## src/design/mas_pkg.sv

```systemverilog
package mas_pkg;

  localparam int unsigned MaxLen = 1024;
  localparam int unsigned PosW   = 11;
  localparam int unsigned QDepth = 4;
  localparam int unsigned QPtrW  = $clog2(QDepth);
  localparam int unsigned QCntW  = $clog2(QDepth + 1);

  localparam logic [7:0] ChNul    = 8'h00;
  localparam logic [7:0] ChSpace  = 8'h20;
  localparam logic [7:0] ChDquote = 8'h22;
  localparam logic [7:0] ChLparen = 8'h28;
  localparam logic [7:0] ChRparen = 8'h29;
  localparam logic [7:0] ChComma  = 8'h2C;
  localparam logic [7:0] ChDash   = 8'h2D;
  localparam logic [7:0] ChDot    = 8'h2E;
  localparam logic [7:0] ChColon  = 8'h3A;
  localparam logic [7:0] ChSemi   = 8'h3B;
  localparam logic [7:0] ChLess   = 8'h3C;
  localparam logic [7:0] ChGreat  = 8'h3E;
  localparam logic [7:0] ChAt     = 8'h40;
  localparam logic [7:0] ChLbrack = 8'h5B;
  localparam logic [7:0] ChBslash = 8'h5C;
  localparam logic [7:0] ChRbrack = 8'h5D;

  typedef enum logic [3:0] {
    C_AT,
    C_LBRACK,
    C_RBRACK,
    C_COMMA,
    C_COLON,
    C_DQUOTE,
    C_BSLASH,
    C_HOST,
    C_PLAIN,
    C_SPECIAL,
    C_CTRL,
    C_HIGH
  } mas_class_e;

  typedef enum logic [1:0] {
    ST_OK   = 2'd0,
    ST_BAD  = 2'd1,
    ST_LONG = 2'd2
  } mas_status_e;

  typedef struct packed {
    logic       is_char;
    mas_class_e cls;
    logic       last;
  } mas_item_t;

  typedef struct packed {
    mas_status_e       status;
    logic [PosW-1:0]   mailbox_start;
    logic [PosW-1:0]   mailbox_end;
    logic              has_domain;
    logic [PosW-1:0]   domain_start;
    logic [PosW-1:0]   domain_end;
    logic              mailbox_quoted;
    logic              mailbox_empty;
  } mas_result_t;

endpackage

```

## src/design/mas_front.sv

```systemverilog
module mas_front (
  input  logic              clk_i,
  input  logic              rst_ni,
  input  logic              in_valid_i,
  input  logic [7:0]        char_byte_i,
  input  logic              no_char_i,
  input  logic              last_char_i,
  input  logic              full_i,
  output logic              in_stall_o,
  output logic              push_o,
  output mas_pkg::mas_item_t item_o
);
  import mas_pkg::*;

  logic ended_q, ended_d;
  logic accept;
  logic live;

  function automatic mas_class_e classify(input logic [7:0] c);
    mas_class_e r;
    r = C_PLAIN;
    if (c == ChAt) begin
      r = C_AT;
    end else if (c == ChLbrack) begin
      r = C_LBRACK;
    end else if (c == ChRbrack) begin
      r = C_RBRACK;
    end else if (c == ChComma) begin
      r = C_COMMA;
    end else if (c == ChColon) begin
      r = C_COLON;
    end else if (c == ChDquote) begin
      r = C_DQUOTE;
    end else if (c == ChBslash) begin
      r = C_BSLASH;
    end else if ((c >= 8'h30 && c <= 8'h39) || (c >= 8'h41 && c <= 8'h5A) ||
                 (c >= 8'h61 && c <= 8'h7A) || c == ChDot || c == ChDash) begin
      r = C_HOST;
    end else if (c == ChLess || c == ChGreat || c == ChLparen || c == ChRparen ||
                 c == ChSemi) begin
      r = C_SPECIAL;
    end else if (c <= ChSpace) begin
      r = C_CTRL;
    end else if (c[7]) begin
      r = C_HIGH;
    end
    return r;
  endfunction

  assign in_stall_o = full_i;
  assign accept     = in_valid_i && !full_i;
  assign live       = !no_char_i && !ended_q;

  assign item_o.is_char = live && (char_byte_i != ChNul);
  assign item_o.cls     = classify(char_byte_i);
  assign item_o.last    = last_char_i;
  assign push_o         = accept && (item_o.is_char || last_char_i);

  always_comb begin
    ended_d = ended_q;
    if (accept) begin
      if (last_char_i) begin
        ended_d = 1'b0;
      end else if (live && char_byte_i == ChNul) begin
        ended_d = 1'b1;
      end
    end
  end

  always_ff @(posedge clk_i or negedge rst_ni) begin
    if (!rst_ni) begin
      ended_q <= 1'b0;
    end else begin
      ended_q <= ended_d;
    end
  end

endmodule

```

## src/design/mas_queue.sv

```systemverilog
module mas_queue (
  input  logic               clk_i,
  input  logic               rst_ni,
  input  logic               push_i,
  input  mas_pkg::mas_item_t item_i,
  output logic               full_o,
  input  logic               pop_i,
  output logic               valid_o,
  output mas_pkg::mas_item_t item_o
);
  import mas_pkg::*;

  mas_item_t          mem_q [QDepth];
  logic [QPtrW-1:0]   wr_ptr_q, wr_ptr_d;
  logic [QPtrW-1:0]   rd_ptr_q, rd_ptr_d;
  logic [QCntW-1:0]   cnt_q, cnt_d;
  logic               do_push, do_pop;

  assign full_o  = (cnt_q == QCntW'(QDepth));
  assign valid_o = (cnt_q != '0);
  assign item_o  = mem_q[rd_ptr_q];
  assign do_push = push_i && !full_o;
  assign do_pop  = pop_i && valid_o;

  always_comb begin
    wr_ptr_d = do_push ? wr_ptr_q + QPtrW'(1) : wr_ptr_q;
    rd_ptr_d = do_pop ? rd_ptr_q + QPtrW'(1) : rd_ptr_q;
    cnt_d    = cnt_q;
    if (do_push && !do_pop) begin
      cnt_d = cnt_q + QCntW'(1);
    end else if (!do_push && do_pop) begin
      cnt_d = cnt_q - QCntW'(1);
    end
  end

  always_ff @(posedge clk_i) begin
    if (do_push) begin
      mem_q[wr_ptr_q] <= item_i;
    end
  end

  always_ff @(posedge clk_i or negedge rst_ni) begin
    if (!rst_ni) begin
      wr_ptr_q <= '0;
      rd_ptr_q <= '0;
      cnt_q    <= '0;
    end else begin
      wr_ptr_q <= wr_ptr_d;
      rd_ptr_q <= rd_ptr_d;
      cnt_q    <= cnt_d;
    end
  end

  a_cnt_bound: assert property (@(posedge clk_i) disable iff (!rst_ni)
    cnt_q <= QCntW'(QDepth))
    else $error("queue count out of range");

  a_ptr_gap: assert property (@(posedge clk_i) disable iff (!rst_ni)
    (cnt_q == '0 || cnt_q == QCntW'(QDepth)) |-> wr_ptr_q == rd_ptr_q)
    else $error("queue pointers disagree with count");

endmodule

```

## src/design/mas_back.sv

```systemverilog
module mas_back (
  input  logic                 clk_i,
  input  logic                 rst_ni,
  input  logic                 item_valid_i,
  input  mas_pkg::mas_item_t   item_i,
  output logic                 pop_o,
  input  logic                 out_stall_i,
  output logic                 out_valid_o,
  output mas_pkg::mas_result_t res_o
);
  import mas_pkg::*;

  typedef enum logic [3:0] {
    P_START,
    P_RHOST_BEGIN,
    P_RHOST,
    P_RLIT,
    P_RLIT_DONE,
    P_RCOMMA,
    P_RCOLON,
    P_LOCAL,
    P_QUOTED,
    P_ESC_LOCAL,
    P_QEND,
    P_DOM_BEGIN,
    P_DHOST,
    P_DLIT,
    P_ESC_LIT,
    P_DLIT_CLOSED
  } phase_e;

  phase_e          phase_q, phase_d;
  logic [PosW-1:0] pos_q, pos_d;
  logic [PosW-1:0] ms_q, ms_d;
  logic [PosW-1:0] me_q, me_d;
  logic [PosW-1:0] ds_q, ds_d;
  mas_status_e     err_q, err_d;
  logic            quo_q, quo_d;
  logic            out_valid_q, out_valid_d;
  mas_result_t     res_q, res_d;

  logic            pop;
  logic            bad, first_en, local_en, term_en;
  logic            ok, hasdom;
  logic [PosW-1:0] fin_ms, fin_me;
  mas_class_e      cls;

  assign cls   = item_i.cls;
  assign pop   = item_valid_i && (!item_i.last || !out_valid_q || !out_stall_i);
  assign pop_o = pop;

  always_comb begin
    phase_d     = phase_q;
    pos_d       = pos_q;
    ms_d        = ms_q;
    me_d        = me_q;
    ds_d        = ds_q;
    err_d       = err_q;
    quo_d       = quo_q;
    out_valid_d = out_valid_q && out_stall_i;
    res_d       = res_q;
    bad         = 1'b0;
    first_en    = 1'b0;
    local_en    = 1'b0;
    term_en     = 1'b0;
    ok          = 1'b0;
    hasdom      = 1'b0;
    fin_ms      = '0;
    fin_me      = '0;

    if (pop && item_i.is_char) begin
      if (pos_q >= PosW'(MaxLen)) begin
        err_d = ST_LONG;
      end else begin
        pos_d = pos_q + PosW'(1);
        if (err_q == ST_OK) begin
          case (phase_q)
            P_START: begin
              if (cls == C_AT) phase_d = P_RHOST_BEGIN;
              else first_en = 1'b1;
            end
            P_RHOST_BEGIN: begin
              if (cls == C_LBRACK) phase_d = P_RLIT;
              else if (cls == C_HOST) phase_d = P_RHOST;
              else term_en = 1'b1;
            end
            P_RHOST: begin
              if (cls != C_HOST) term_en = 1'b1;
            end
            P_RLIT: begin
              if (cls == C_RBRACK) phase_d = P_RLIT_DONE;
              else if (cls == C_BSLASH) phase_d = P_ESC_LIT;
            end
            P_RLIT_DONE: term_en = 1'b1;
            P_RCOMMA: begin
              if (cls == C_AT) phase_d = P_RHOST_BEGIN;
              else bad = 1'b1;
            end
            P_RCOLON: begin
              if (cls == C_AT) begin
                bad = 1'b1;
              end else begin
                ms_d     = pos_q;
                first_en = 1'b1;
              end
            end
            P_LOCAL: local_en = 1'b1;
            P_QUOTED: begin
              if (cls == C_DQUOTE) begin
                me_d    = pos_q + PosW'(1);
                phase_d = P_QEND;
              end else if (cls == C_BSLASH) begin
                phase_d = P_ESC_LOCAL;
              end
            end
            P_ESC_LOCAL: begin
              if (quo_q) phase_d = P_QUOTED;
              else if (cls == C_HIGH) bad = 1'b1;
              else phase_d = P_LOCAL;
            end
            P_QEND: begin
              if (cls == C_AT) begin
                ds_d    = pos_q + PosW'(1);
                phase_d = P_DOM_BEGIN;
              end else begin
                bad = 1'b1;
              end
            end
            P_DOM_BEGIN: begin
              if (cls == C_LBRACK) phase_d = P_DLIT;
              else if (cls == C_HOST) phase_d = P_DHOST;
              else bad = 1'b1;
            end
            P_DHOST: begin
              if (cls != C_HOST) bad = 1'b1;
            end
            P_DLIT: begin
              if (cls == C_RBRACK) begin
                if (pos_q == ds_q + PosW'(1)) bad = 1'b1;
                else phase_d = P_DLIT_CLOSED;
              end else if (cls == C_BSLASH) begin
                phase_d = P_ESC_LIT;
              end
            end
            P_ESC_LIT: phase_d = (ds_q != '0) ? P_DLIT : P_RLIT;
            P_DLIT_CLOSED: bad = 1'b1;
            default: bad = 1'b1;
          endcase

          if (term_en) begin
            if (cls == C_COMMA) phase_d = P_RCOMMA;
            else if (cls == C_COLON) phase_d = P_RCOLON;
            else bad = 1'b1;
          end

          if (first_en && cls == C_DQUOTE) begin
            quo_d   = 1'b1;
            phase_d = P_QUOTED;
          end else if (first_en || local_en) begin
            case (cls)
              C_AT: begin
                me_d    = pos_q;
                ds_d    = pos_q + PosW'(1);
                phase_d = P_DOM_BEGIN;
              end
              C_BSLASH: phase_d = P_ESC_LOCAL;
              C_HOST, C_PLAIN: phase_d = P_LOCAL;
              default: bad = 1'b1;
            endcase
          end

          if (bad) err_d = ST_BAD;
        end
      end
    end

    if (pop && item_i.last) begin
      fin_ms = ms_d;
      fin_me = me_d;
      if (err_d == ST_OK) begin
        case (phase_d)
          P_START, P_QEND: ok = 1'b1;
          P_RCOLON: begin
            ok     = 1'b1;
            fin_ms = pos_d;
            fin_me = pos_d;
          end
          P_LOCAL: begin
            ok     = 1'b1;
            fin_me = pos_d;
          end
          P_DHOST, P_DLIT_CLOSED: begin
            ok     = 1'b1;
            hasdom = 1'b1;
          end
          default: ok = 1'b0;
        endcase
      end
      res_d = '0;
      if (ok) begin
        res_d.status         = ST_OK;
        res_d.mailbox_start  = fin_ms;
        res_d.mailbox_end    = fin_me;
        res_d.has_domain     = hasdom;
        res_d.domain_start   = hasdom ? ds_d : '0;
        res_d.domain_end     = pos_d;
        res_d.mailbox_quoted = quo_d;
        res_d.mailbox_empty  = (fin_ms == fin_me);
      end else if (err_d == ST_LONG) begin
        res_d.status = ST_LONG;
      end else begin
        res_d.status = ST_BAD;
      end
      out_valid_d = 1'b1;
      phase_d     = P_START;
      pos_d       = '0;
      ms_d        = '0;
      me_d        = '0;
      ds_d        = '0;
      err_d       = ST_OK;
      quo_d       = 1'b0;
    end
  end

  always_ff @(posedge clk_i or negedge rst_ni) begin
    if (!rst_ni) begin
      phase_q     <= P_START;
      pos_q       <= '0;
      ms_q        <= '0;
      me_q        <= '0;
      ds_q        <= '0;
      err_q       <= ST_OK;
      quo_q       <= 1'b0;
      out_valid_q <= 1'b0;
      res_q       <= '0;
    end else begin
      phase_q     <= phase_d;
      pos_q       <= pos_d;
      ms_q        <= ms_d;
      me_q        <= me_d;
      ds_q        <= ds_d;
      err_q       <= err_d;
      quo_q       <= quo_d;
      out_valid_q <= out_valid_d;
      res_q       <= res_d;
    end
  end

  assign out_valid_o = out_valid_q;
  assign res_o       = res_q;

  a_pos_bound: assert property (@(posedge clk_i) disable iff (!rst_ni)
    pos_q <= PosW'(MaxLen))
    else $error("position past limit");

  a_long_at_limit: assert property (@(posedge clk_i) disable iff (!rst_ni)
    err_q == ST_LONG |-> pos_q == PosW'(MaxLen))
    else $error("length error below limit");

  a_restart: assert property (@(posedge clk_i) disable iff (!rst_ni)
    (pop && item_i.last) |=> (phase_q == P_START && pos_q == '0 && out_valid_q))
    else $error("parser did not restart after result");

endmodule

```

## src/design/mail_address_splitter_unit.sv

```systemverilog
// With an empty queue, an accepted last input item is first written into the queue; the
// parser then pops it and registers the result together with the output valid.
// Throughput: one input item per cycle; a four-entry queue between the classifier
// and the parser absorbs output stalls, and stall rises only when that queue fills.
// An address is parsed item by item, with its result on the last item.
// Reset (rst_ni low, asynchronous) clears the queue, the parser and the output valid.
module mail_address_splitter_unit (
  input  logic                     clk_i,
  input  logic                     rst_ni,
  input  logic                     in_valid_i,
  output logic                     in_stall_o,
  input  logic [7:0]               char_byte_i,
  input  logic                     no_char_i,
  input  logic                     last_char_i,
  output logic                     out_valid_o,
  input  logic                     out_stall_i,
  output logic [1:0]               status_o,
  output logic [mas_pkg::PosW-1:0] mailbox_start_o,
  output logic [mas_pkg::PosW-1:0] mailbox_end_o,
  output logic                     has_domain_o,
  output logic [mas_pkg::PosW-1:0] domain_start_o,
  output logic [mas_pkg::PosW-1:0] domain_end_o,
  output logic                     mailbox_quoted_o,
  output logic                     mailbox_empty_o
);
  import mas_pkg::*;

  logic        full, push, pop, q_valid;
  mas_item_t   f_item, q_item;
  mas_result_t res;

  mas_front u_front (
    .clk_i       (clk_i),
    .rst_ni      (rst_ni),
    .in_valid_i  (in_valid_i),
    .char_byte_i (char_byte_i),
    .no_char_i   (no_char_i),
    .last_char_i (last_char_i),
    .full_i      (full),
    .in_stall_o  (in_stall_o),
    .push_o      (push),
    .item_o      (f_item)
  );

  mas_queue u_queue (
    .clk_i   (clk_i),
    .rst_ni  (rst_ni),
    .push_i  (push),
    .item_i  (f_item),
    .full_o  (full),
    .pop_i   (pop),
    .valid_o (q_valid),
    .item_o  (q_item)
  );

  mas_back u_back (
    .clk_i        (clk_i),
    .rst_ni       (rst_ni),
    .item_valid_i (q_valid),
    .item_i       (q_item),
    .pop_o        (pop),
    .out_stall_i  (out_stall_i),
    .out_valid_o  (out_valid_o),
    .res_o        (res)
  );

  assign status_o         = res.status;
  assign mailbox_start_o  = res.mailbox_start;
  assign mailbox_end_o    = res.mailbox_end;
  assign has_domain_o     = res.has_domain;
  assign domain_start_o   = res.domain_start;
  assign domain_end_o     = res.domain_end;
  assign mailbox_quoted_o = res.mailbox_quoted;
  assign mailbox_empty_o  = res.mailbox_empty;

endmodule
```

## config.mk

```make
export PLATFORM = sky130hd
export DESIGN_NAME = mail_address_splitter_unit
export DESIGN_NICKNAME = d
export VERILOG_FILES = /design/src/design/mas_pkg.sv /design/src/design/mas_front.sv /design/src/design/mas_queue.sv /design/src/design/mas_back.sv /design/src/design/mail_address_splitter_unit.sv
export SDC_FILE = /design/constraint.sdc
export NUM_CORES = 1
export LEC_CHECK = 0
export ABC_AREA = 1
export BUFFER_PORTS_ARGS = -buffer_cell sky130_fd_sc_hd__buf_4
export CORE_MARGIN = 4
export CORE_UTILIZATION = 42
export CTS_BUF_LIST = sky130_fd_sc_hd__clkbuf_4
export DETAILED_ROUTE_END_ITERATION = 16
export PLACE_DENSITY = 0.57
export SYNTH_ARGS = -nofsm -noshare
export SYNTH_HDL_FRONTEND = slang
export SYNTH_SLANG_ARGS = --single-unit
```

## constraint.sdc

```tcl
create_clock -name clk_i -period 3.3 [get_ports clk_i]
set_clock_uncertainty 0.1 [all_clocks]
set_input_delay 0.66 -clock clk_i [delete_from_list [all_inputs] [get_ports clk_i]]
set_output_delay 0.66 -clock clk_i [all_outputs]
set_load 0.05 [all_outputs]
```

==> metrics.yaml <==
final_util: 0.538
p_clk_frac: 0.137
pre_cts_slack_ns: -0.159
hp-start: "last_char_i"
gp_congestion: 0.909
drt_wl_total_um: 22000
outcome: "complete, no violations"
dp_hpwl_um: 16600
die_h_um: 145
holdWs_ns: 0.212
grt_first_pass_wirelength_um: 35800
drive_gt1_frac: 0.214
syn_area_per_cell_um2: 7.23
max_clock_freq_mhz: 306
cts_made_buffers: 17
drtIter0Drc: 654
synth_commonest_cells: "nand2_1 (319), nor2_1 (163), inv_1 (127)"
start_util: 0.434
remaining_drc_errors: 0
power_mw: 9.04
ys_seq_elements: 133
final.min_clock_period_ns: 3.27
critPathArrivalTime_ns: 3.68
yosysSeqAreaShare: 0.435
powerDensity_mw_per_mm2: 920
grt_pass1_vias: 6850
synth-warning-count: 0
cts_root_buffer: "clkbuf_4"
switching_share: 0.505
setup_viol: 0
cp-startpoint: "u_queue.rd_ptr_q[0]"
synth_flop_cell: "dfrtp_1"
crit_required_ns: 3.70
end_kind: "flop"
worst-path-max-fanout: 17
holdCritPathClass: "primary input to flop"
route.vias.total: 7410
num_rows: 49
worst_r2r_startpoint: "u_queue.rd_ptr_q[0]"
slew_headroom: 0.391
min_period_over_period: 0.992
yosysMostFrequentCell: "nand2_1"
slew_viol_final: 0
combPwrFrac: 0.615
p_sw_mw: 4.56
leakage_nw: 5.10
async_flop_share: 0.820
cap_violations: 0
syn_nets: 1120
antenna_found_initial: 1
finalNetCount: 1263
clockBufferDepth: 2
grt.overflow.total: 0
wl_per_cell_um: 14.8
dr.pass1.iters: 6
instances_no_fill: 1482
yosysTopAreaCell: "dfrtp_1"
yosysUniqueCellTypes: 49
io_buffers: 64
cp-start-kind: "flop"
synth_area_leaders: "dfrtp_1 (34%), nand2_1 (15%), edfxtp_1 (9.1%)"
hold_viol_final: 0
die_area_mm2: 0.0211
core_mm2: 0.0183
netlist.area_leader.share: 0.344
die_w_um: 145
grt_max_degree: 51
via_per_inst: 5.00
setup_slack_ns: 0.0270
peakVddDrop_v: 0.000759
rsz0062_at_grt: "true"
cts_htree_levels: 4
netlist_instances: 1096
place_inst: 1432
synth-edff-count: 24
io_pins: 65
clk_pin_slew_ns: 0.14
grt_usage: 0.208
drtAntennaViolNets: 0
tritoncts: "built"
insertion_delay_ns: 0.55
setup.worst_path.class: "flop to flop"
seqPwrFrac: 0.249
area_delta_synth_final_pct: 24.1
synth_area_mm2: 0.00792
tightestPinTransition_ns: 0.904
cts.sinks: 133
p_int_mw: 4.48
-- critical path, cell delays in order (launching register included) --
cell and delay, ns:
dfrtp_2 0.52, clkbuf_16 0.18, nand2_1 0.08, nand3_1 0.13, nand2_4 0.11, nand2_4 0.09, nor2_8 0.19, nor2_1 0.08
nand2_1 0.12, nand2_1 0.08, inv_2 0.08, nand2_1 0.06, nor2_2 0.09, nor2_2 0.06, inv_2 0.09, nand2_4 0.07
nor2_8 0.20, buf_12 0.17, nand3_1 0.08, nand2_2 0.10, inv_1 0.05, a21oi_2 0.15, nand2_1 0.09, nor2_2 0.10
nand3_1 0.08, nand2_1 0.06
-- layer usage --
| metal | up-vias | track usage | routed length (um) | share of wire |
|---|---|---|---|---|
| met1 | 3395 | 0.320 | 11200 | 0.51 |
| met5 | - | 0 | 0 | 0 |
| met2 | 195 | 0.303 | 9360 | 0.43 |
| met4 | 0 | 0.0484 | 299 | 0.014 |
| li1 | 3796 | - | - | - |
| met3 | 24 | 0.0389 | 1140 | 0.052 |
-- cell type report --
cell class	instances	area (um2)
timing repair buffer	153	1240
fill	1818	8440
sequential	133	3450
inverter	137	522
timing repair inverter	1	6.26
tap	229	287
multi-input combinational	796	4000
antenna	1	2.50
clock buffer	17	128
clock inverter	15	193
-- path summary, 6_finish.rpt --
path                              endpoint  slack [ns]  cells past startpoint
setup reg to reg           u_back.res_o[0]        0.03                     25
min in group asynchronous   u_back.me_q[3]        0.45                      2
hold reg to reg            u_back.res_o[7]        0.40                      2
hold / removal             u_front.ended_q        0.21                      2
max in group asynchronous   u_back.ms_q[1]        1.85                      3
setup / recovery           u_back.res_o[0]        0.03                     25
-- power by group through the flow --
stage	registers (mW)	logic (mW)	clock network (mW)
2_1_floorplan	2.58	2.93	0
3_3_place_gp	2.26	4.99	0
3_5_place_dp	2.26	4.97	0
4_1_cts	2.23	5.07	1.28
5_1_grt	2.29	6.13	1.35
6_report	2.25	5.56	1.24
-- logic make-up (layout without fill, tap and decap cells) --
group | after synthesis | after routing | share of synthesized area
compound gates | 136 | 136 | 0.0979
mux | 3 | 3 | 0.00395
other cells | 0 | 1 | 0
simple gates | 628 | 629 | 0.341
flops | 133 | 133 | 0.435
xor+xnor | 18 | 18 | 0.0199
buf+inv | 168 | 323 | 0.0856
fa+ha+maj | 10 | 10 | 0.0167
-- registers in the layout (all words and copies together) (netlist names) --
signal	count
u_back.res_o	49
u_queue.mem_q	24
u_back.ds_q	11
u_back.me_q	11
u_back.ms_q	11
u_back.pos_q	11
u_back.phase_q	4
u_queue.cnt_q	3
u_back.err_q	2
u_queue.rd_ptr_q	2
u_queue.wr_ptr_q	2
u_back.out_valid_o	1
u_back.quo_q	1
u_front.ended_q	1
-- metrics by stage --
step / instance area (um2) / TNS (ns)
detailed placement: 9120 / -0.163
CTS: 9500 / 0
global route: 9830 / -1.61
floorplan: 7920 / 0
finish: 9830 / 0
global placement: 9120 / -0.169
-- cells in the final DEF (no fill, tap or decap), types with 9 or more instances in the layout --
cell type,count
nand3_1,69
buf_4,144
nand2_2,16
o21ai_1,23
nor2_2,11
nor2_1,152
inv_1,126
o21ai_0,64
nor3_1,18
edfxtp_1,24
ha_1,9
dfrtp_1,108
nand2_1,305
clkbuf_4,17
xor2_1,12
a21oi_1,17
nand4_1,16
-- timing repair --
| item | 4_1_cts | 5_1_grt |
|---|---|---|
| hold buffers | 1 | 0 |
| pin swaps | 1 | 7 |
| gates resized for setup | 13 | 63 |
| cloned | 0 | 3 |
| hold endpoints to repair | 23 | 0 |
| endpoints found under the setup margin | 6 | 34 |
| setup buffers | 0 | 13 |
Power figures use the tool's default switching activity.
